===== src/prlu_pkg.sv =====
// Shared types and constants of the PRINCE round layer unit.
// No dependencies; used by prlu_layer and prince_round_layer_unit_top.
package prlu_pkg;

  localparam int unsigned StateW = 64;
  localparam int unsigned OpW    = 3;
  localparam int unsigned NibN   = 16;
  localparam int unsigned LaneN  = 4;

  typedef logic [StateW-1:0] state_t;
  typedef logic [3:0]        nib_t;

  typedef enum logic [OpW-1:0] {
    OP_SBOX      = 3'd0,
    OP_SBOX_INV  = 3'd1,
    OP_SHIFT     = 3'd2,
    OP_SHIFT_INV = 3'd3,
    OP_MIX       = 3'd4
  } op_e;

  localparam nib_t SboxFwd [NibN] = '{
    4'hB, 4'hF, 4'h3, 4'h2, 4'hA, 4'hC, 4'h9, 4'h1,
    4'h6, 4'h7, 4'h8, 4'h0, 4'hE, 4'h5, 4'hD, 4'h4
  };

  localparam nib_t SboxInv [NibN] = '{
    4'hB, 4'h7, 4'h3, 4'h2, 4'hF, 4'hD, 4'h8, 4'h9,
    4'hA, 4'h6, 4'h4, 4'h0, 4'h5, 4'hE, 4'hC, 4'h1
  };

  localparam state_t LaneMask [LaneN] = '{
    64'hf000_f000_f000_f000,
    64'h0f00_0f00_0f00_0f00,
    64'h00f0_00f0_00f0_00f0,
    64'h000f_000f_000f_000f
  };

endpackage


===== src/prlu_layer.sv =====
// Combinational PRINCE layer: S-box, inverse S-box, shift rows, inverse
// shift rows and the M' mix layer. Depends on prlu_pkg.
module prlu_layer (
  input  logic [prlu_pkg::OpW-1:0] operation_i,
  input  prlu_pkg::state_t         state_i,
  output prlu_pkg::state_t         state_o
);
  import prlu_pkg::*;

  state_t sub_fwd;
  state_t sub_inv;
  state_t shf_fwd;
  state_t shf_inv;
  state_t mix;

  always_comb begin
    sub_fwd = '0;
    sub_inv = '0;
    for (int k = 0; k < NibN; k++) begin
      sub_fwd[4*k +: 4] = SboxFwd[state_i[4*k +: 4]];
      sub_inv[4*k +: 4] = SboxInv[state_i[4*k +: 4]];
    end
  end

  always_comb begin
    state_t lane;
    shf_fwd = '0;
    shf_inv = '0;
    for (int i = 0; i < LaneN; i++) begin
      lane    = state_i & LaneMask[i];
      shf_fwd = shf_fwd | (lane << (16 * i)) | (lane >> (StateW - 16 * i));
      shf_inv = shf_inv | (lane >> (16 * i)) | (lane << (StateW - 16 * i));
    end
  end

  always_comb begin
    nib_t       x [4];
    nib_t       all;
    nib_t       y;
    logic [1:0] excl;
    int         sh;
    mix = '0;
    for (int j = 0; j < 4; j++) begin
      sh = (j == 1 || j == 2) ? 1 : 0;
      for (int r = 0; r < 4; r++) begin
        x[r] = state_i[StateW-4-4*(4*r+j) +: 4];
      end
      all = x[0] ^ x[1] ^ x[2] ^ x[3];
      for (int r = 0; r < 4; r++) begin
        for (int b = 0; b < 4; b++) begin
          excl     = 2'(b + 8 - r - sh);
          y[3-b]   = all[3-b] ^ x[excl][3-b];
        end
        mix[StateW-4-4*(4*r+j) +: 4] = y;
      end
    end
  end

  always_comb begin
    case (op_e'(operation_i))
      OP_SBOX:      state_o = sub_fwd;
      OP_SBOX_INV:  state_o = sub_inv;
      OP_SHIFT:     state_o = shf_fwd;
      OP_SHIFT_INV: state_o = shf_inv;
      OP_MIX:       state_o = mix;
      default:      state_o = state_i;
    endcase
  end

endmodule


===== src/prince_round_layer_unit_top.sv =====
// PRINCE round layer unit: one cipher layer per transaction, selected by
// operation (0 S-box, 1 inverse S-box, 2 shift rows, 3 inverse shift rows,
// 4 M' mix; 5 to 7 pass the state through). A transaction is registered at
// the input, passes the layer logic and lands in the result register, from
// which the result is presented; one transaction is taken every cycle while
// the output is not stalled. Depends on prlu_pkg and prlu_layer.
module prince_round_layer_unit_top (
  input  logic                     clk_i,
  input  logic                     rst_ni,
  input  logic                     in_valid_i,
  output logic                     in_stall_o,
  input  logic [prlu_pkg::OpW-1:0] operation_i,
  input  prlu_pkg::state_t         state_in_i,
  output logic                     out_valid_o,
  input  logic                     out_stall_i,
  output prlu_pkg::state_t         state_out_o
);
  import prlu_pkg::*;

  logic             in_valid_q;
  logic [OpW-1:0]   op_q;
  state_t           state_q;
  logic             out_valid_q;
  state_t           res_q;
  state_t           res_d;
  logic             out_ready;
  logic             in_ready;

  assign out_ready  = !out_valid_q || !out_stall_i;
  assign in_ready   = !in_valid_q || out_ready;
  assign in_stall_o = !in_ready;

  prlu_layer u_layer (
    .operation_i (op_q),
    .state_i     (state_q),
    .state_o     (res_d)
  );

  always_ff @(posedge clk_i or negedge rst_ni) begin
    if (!rst_ni) begin
      in_valid_q  <= 1'b0;
      out_valid_q <= 1'b0;
    end else begin
      if (in_ready) begin
        in_valid_q <= in_valid_i;
      end
      if (out_ready) begin
        out_valid_q <= in_valid_q;
      end
    end
  end

  always_ff @(posedge clk_i) begin
    if (in_ready && in_valid_i) begin
      op_q    <= operation_i;
      state_q <= state_in_i;
    end
    if (out_ready && in_valid_q) begin
      res_q <= res_d;
    end
  end

  assign out_valid_o = out_valid_q;
  assign state_out_o = res_q;

endmodule


===== config.mk =====
export PLATFORM = sky130hd
export DESIGN_NAME = prince_round_layer_unit_top
export DESIGN_NICKNAME = d
export VERILOG_FILES = /design/src/prlu_pkg.sv /design/src/prlu_layer.sv /design/src/prince_round_layer_unit_top.sv
export SDC_FILE = /design/constraint.sdc
export NUM_CORES = 1
export LEC_CHECK = 0
export BUFFER_PORTS_ARGS = -buffer_cell sky130_fd_sc_hd__buf_2
export CORE_ASPECT_RATIO = 0.6
export CORE_UTILIZATION = 35
export CTS_BUF_LIST = sky130_fd_sc_hd__clkbuf_8
export CTS_CLUSTER_SIZE = 20
export DETAILED_ROUTE_END_ITERATION = 8
export SETUP_SLACK_MARGIN = 0.3
export SLEW_MARGIN = 20
export SYNTH_ARGS = -nofsm -noshare
export SYNTH_HDL_FRONTEND = slang
export SYNTH_HIERARCHICAL = 1
export SYNTH_SLANG_ARGS = --single-unit

===== constraint.sdc =====
create_clock -name clk_i -period 7 [get_ports clk_i]
set_input_delay 0.7 -clock clk_i [delete_from_list [all_inputs] [get_ports clk_i]]
set_output_delay 0.7 -clock clk_i [all_outputs]
set_load 0.02 [all_outputs]

---- Word-level counts from Yosys, hierarchy flattened ----
Memories as Yosys holds them, arrays and structs flattened.
Index checks and enable logic that the tools add are counted.
Widths: inputs -> output; s select.
word-level totals
  bits in registers ....................... 133
  bits in read-only memories .............. 2048
  input port bits ......................... 71
  output and inout bits ................... 66
  logic and storage cells ................. 235
  memories kept ........................... 32
memory list
  name             depth  bits a word  rd ports  clocked after memory_dff  write ports  RTL line          source
  (no name shown)  16     4            1         0                         0            prlu_layer.sv:20  sub_fwd[4*k +: 4] = SboxFwd[state_i[4*k +: 4]];
  (no name shown)  16     4            1         0                         0            prlu_layer.sv:21  sub_inv[4*k +: 4] = SboxInv[state_i[4*k +: 4]];
  (no name shown)  16     4            1         0                         0            prlu_layer.sv:20
  (no name shown)  16     4            1         0                         0            prlu_layer.sv:21
  (no name shown)  16     4            1         0                         0            prlu_layer.sv:20
  (no name shown)  16     4            1         0                         0            prlu_layer.sv:21
  +26 memories     --     --           --        --                        --           --
operators by class
  magnitude comparators ................... 16
  equality and inequality tests ........... 4
  multiplexer cells ....................... 65
  bitwise operators ....................... 104
  reduce and logical (&&, ||, !) cells .... 9
operators by type and width
  operator            count
  $pmux 64 s5         1
  $mux 4              64
  $or 64x24->64       2
  $or 64x52->64       2
  $or 64x56->64       2
  $or 64x60->64       2
  $ge 5x5->1 const B  16
  $not 4->5           16
  $or 64x12->64       1
  $or 64x36->64       1
  $or 64x4->64        1
  $or 64x44->64       1
  $xor 1x1->1         64
  $xor 4x4->4         12
  $eq 3x2->1 const B  2
  $logic_not 1->1     4
  $eq 3x1->1 const B  1
  $eq 3x3->1 const B  1
  $logic_not 3->1     1
  $logic_and 1x1->1   2
  $logic_or 1x1->1    2

---- Longest topological paths before layout ----
  depth in word-level cells ............... 7
  mapped depth ............................ 8

---- Cells and area by module ----
Netlist, hierarchy kept.
modules (own cells, without submodules)
  module                       times used  cells each  area an instance (um2)  sequential area each (um2)
  prlu_layer                   1           1045        7125.6                  0.0
  prince_round_layer_unit_top  1           139         4026.4                  3983.8

---- Worst setup path after synthesis ----
OpenSTA, ideal clock, no wires.
  path kind ............................... input-to-reg
  start ................................... in out_stall_i
  end ..................................... reg res_q[0] (netlist: state_out_o[0]), enable pin
  setup time .............................. 0.583 ns
  arrival time ............................ 5.369 ns
  slack ................................... 1.048 ns
  stages .................................. 1
  cell sequence ........................... a21boi_0
on the way
  word-level cells in the longest chain between the ends .. 3
ends and longest elaborated chain
  element               RTL line                           source
  start, declared       prince_round_layer_unit_top.sv:15  input logic out_stall_i,
  $logic_not 1->1       prince_round_layer_unit_top.sv:29  assign out_ready = !out_valid_q || !out_stall_i;
  $logic_or 1x1->1      prince_round_layer_unit_top.sv:29
  $logic_and 1x1->1     prince_round_layer_unit_top.sv:58  if (out_ready && in_valid_q) begin
  end signal, assigned  prince_round_layer_unit_top.sv:59  res_q <= res_d;
  end, declared         prince_round_layer_unit_top.sv:24  state_t res_q;
No other way between the ends.
A chain may end at the register's enable or synchronous reset.

---- Worst setup path in the final report ----
  start ................................... reg op_q[1]
  end ..................................... reg res_q[54] (netlist: state_out_o[54]), data pin
on the way
  word-level cells in the longest chain between the ends .. 2
ends and longest elaborated chain
  element                             RTL line                           source
  start, declared                     prince_round_layer_unit_top.sv:21  logic [OpW-1:0] op_q;
  start signal, assigned              prince_round_layer_unit_top.sv:55  op_q <= operation_i;
  $eq 3x3->1 (tied with other cells)  prlu_layer.sv:60                   case (op_e'(operation_i))
  $pmux 64 s5 *                       prlu_layer.sv:60
  net res_d[54]                       prince_round_layer_unit_top.sv:25  state_t res_d;
The timed path passes the listed nets; every way through them passes the cells marked *.

==> reports/metrics.yaml <==
clockBufferDepth: 2
synth_largest_area_cell: "edfxtp_1"
synth_cell_types: 77
dpl_cell_area_mm2: 0.01190
cts_sinks: 133
end_kind: "register"
grt_pass1_wl_um: 51690
dr.pass1.iters: 5
ant_nets: 0
antenna_found_initial: 0
drt_iter0_markers: 1193
rsz0062_at_grt: "no"
design_area_mm2: 0.01229
synth_seq_cells: 133
regToRegSetupSlack_ns: 3.50
p_leak_uw: 0.004833
wl_per_cell_um: 20.51
p_per_area_mw_per_mm2: 191.4
die_width_um: 232.4
io_buffers: 136
fin_util_pct: 39.29
syn_to_final_growth_pct: 10.20
tightest_slew_ns: 1.096
yosysMostFrequentCell: "edfxtp_1"
crit_arrival_ns: 3.75
grt_overflow: 0
n_antenna_cell: 0
rr_worst_depth: 6
die_h_um: 140.3
async_flop_share_pct: 1.504
cts_made_buffers: 17
place.detailed.hpwl_um: 23270
first_global_vias: 8617
pin_count: 137
num_rows: 50
critPathKind: "reg -> reg"
cts_tree: "done"
synth_edf_count: 131
syn_nets: 1336
place.gp.congestion: 0.8860
fin_crit_ns: 3.504
slew_viol_final: 0
synthMuxAreaShare_pct: 8.931
status: "finished, final reports clean"
insertion_delay_ns: 0.49
avgSynthCellArea_um2: 9.419
final_nets: 1390
grt_max_degree: 80
ys.flop_type: "edfxtp_1"
cts_root_buffer: "clkbuf_8"
synthXorXnorAreaFrac_pct: 5.554
initial_core_util_pct: 35.65
max_slew_margin_pct: 26.94
synth_top_family_by_area: "compound AO/OA/AOI/OAI gates"
drive_above_1_share_pct: 17.91
synth-simple-area-share_pct: 10.36
die-area_mm2: 0.03260
fill_cells: 3127
final.period_utilization_pct: 50.05
ys_seq_area_share_pct: 35.72
grt_use_total_pct: 20.86
synthTopCellsByCount: "edfxtp_1 (131), a21oi_1 (112), nand2_1 (100), ha_1 (81), nor2_1 (68)"
yosys_warnings: 6
coreArea_mm2: 0.03128
clk_pin_slew_worst_paths_ns: 0.09
critPathMaxFanout: 56
cp_data_required_time_ns: 7.24
synth_compound_area_share_pct: 23.37
synth.top_cell.area_share_pct: 35.27
hold_slack_ns: 0.3710
drv_cap: 0
yosys-top-cells-area: "edfxtp_1 (35%), ha_1 (9.1%), a21oi_1 (5.0%)"
hold_depth: 1
hold_class: "in -> reg"
setup_tns_ns: 0
drc: 0
synthAdderAreaFrac_pct: 9.088
wl_um: 34190
setup_viol: 0
htreeDepth: 4
clock.fmax_ghz: 0.2854
cts_resized: 0
via_count: 9609
irDropWorstVdd_mv: 0.1131
syn_inst: 1184
finalHoldViolCount: 0
skew_ns: 0.01741
drt-vias-per-instance: 5.764
crit_path_start_kind: "register"
synth_area_mm2: 0.01115
==> worst max-delay path, cell delays in order (launching register included) <==
cell      delay (ns)
edfxtp_1        0.32
buf_4           0.53
or2_1           0.93
nand2_1         0.68
nor2_1          0.30
nor3_1          0.07
or3_1           0.39
==> worst paths after layout <==
path,startpoint,end
worst min-delay path,state_in_i[7],state_q[7]
min in group asynchronous,rst_ni,in_valid_q
max in group asynchronous,rst_ni,out_valid_o
worst max register to register,op_q[1],state_out_o[54]
worst min register to register,in_valid_q,out_valid_o
worst max-delay path,op_q[1],state_out_o[54]
==> cell usage in the layout (no fill, tap or decap), drive strengths merged, types with 8 or more instances in the layout <==
| cell | n |
|---|---|
| inv | 68 |
| nand2 | 100 |
| a31oi | 15 |
| xnor2 | 34 |
| o311ai | 8 |
| mux2 | 18 |
| a211oi | 34 |
| mux2i | 41 |
| nor2 | 72 |
| mux4 | 17 |
| a21oi | 113 |
| clkbuf | 17 |
| a22oi | 10 |
| nor3 | 22 |
| o211ai | 28 |
| xor2 | 28 |
| o21ai | 73 |
| ha | 81 |
| a21o | 10 |
| nand2b | 17 |
| o22ai | 17 |
| o221ai | 14 |
| edfxtp | 131 |
| nor2b | 11 |
| clkinv | 8 |
| nand3 | 11 |
| buf | 145 |
==> layout make-up <==
cell class / instances / area (µm²) / share of cell area, %
multi-input cells: 874 / 6404 / 52.11
clock buffers: 17 / 234.0 / 1.904
clock inverters: 15 / 141.4 / 1.150
repair buffers: 146 / 758.2 / 6.170
well taps: 416 / 520.5 / 4.235
flip-flops and latches: 133 / 3984 / 32.42
inverters: 66 / 247.7 / 2.016
==> what timing repair did <==
action / in CTS / in global routing
endpoints found under the setup margin: 0 / 0
buffers inserted: 0 / 0
hold endpoints to repair: 2 / 0
hold buffers: 1 / 0
==> sequential cells by signal (all words and copies together), names as in the netlist <==
register and count:
state_out_o 64, out_valid_o 1, state_q 64, in_valid_q 1, op_q 3
==> stage by stage <==
step	total power (µW)	std cells	setup slack, ns
5_1_grt	2464	1667	3.354
3_5_place_dp	1710	1634	3.628
6_report	2352	1667	3.496
3_3_place_gp	1705	1634	3.651
2_1_floorplan	1523	1184	1.048
4_1_cts	2363	1667	3.626
==> metal layers <==
layer	global-route usage, %	vias up	routed length (µm)
li1	-	4491	-
met1	32.52	4619	16520
met2	28.60	474	14330
met3	4.784	25	3037
met4	4.501	0	307
met5	0	-	0
==> where the power goes <==
part | total (µW) | switching (µW) | internal [µW]
clock network | 645 | 334 | 311
registers | 1080 | 108 | 967
logic | 632 | 378 | 254
==> logic make-up after synthesis <==
group / Yosys count
buffers and inverters: 177
XOR/XNOR: 65
multiplexers: 76
AO/OA/AOI/OAI: 398
AND/OR/NAND/NOR: 254
adder cells (fa/ha/maj): 81
flip-flops: 133
No activity file was read; power rests on OpenSTA's default activity.
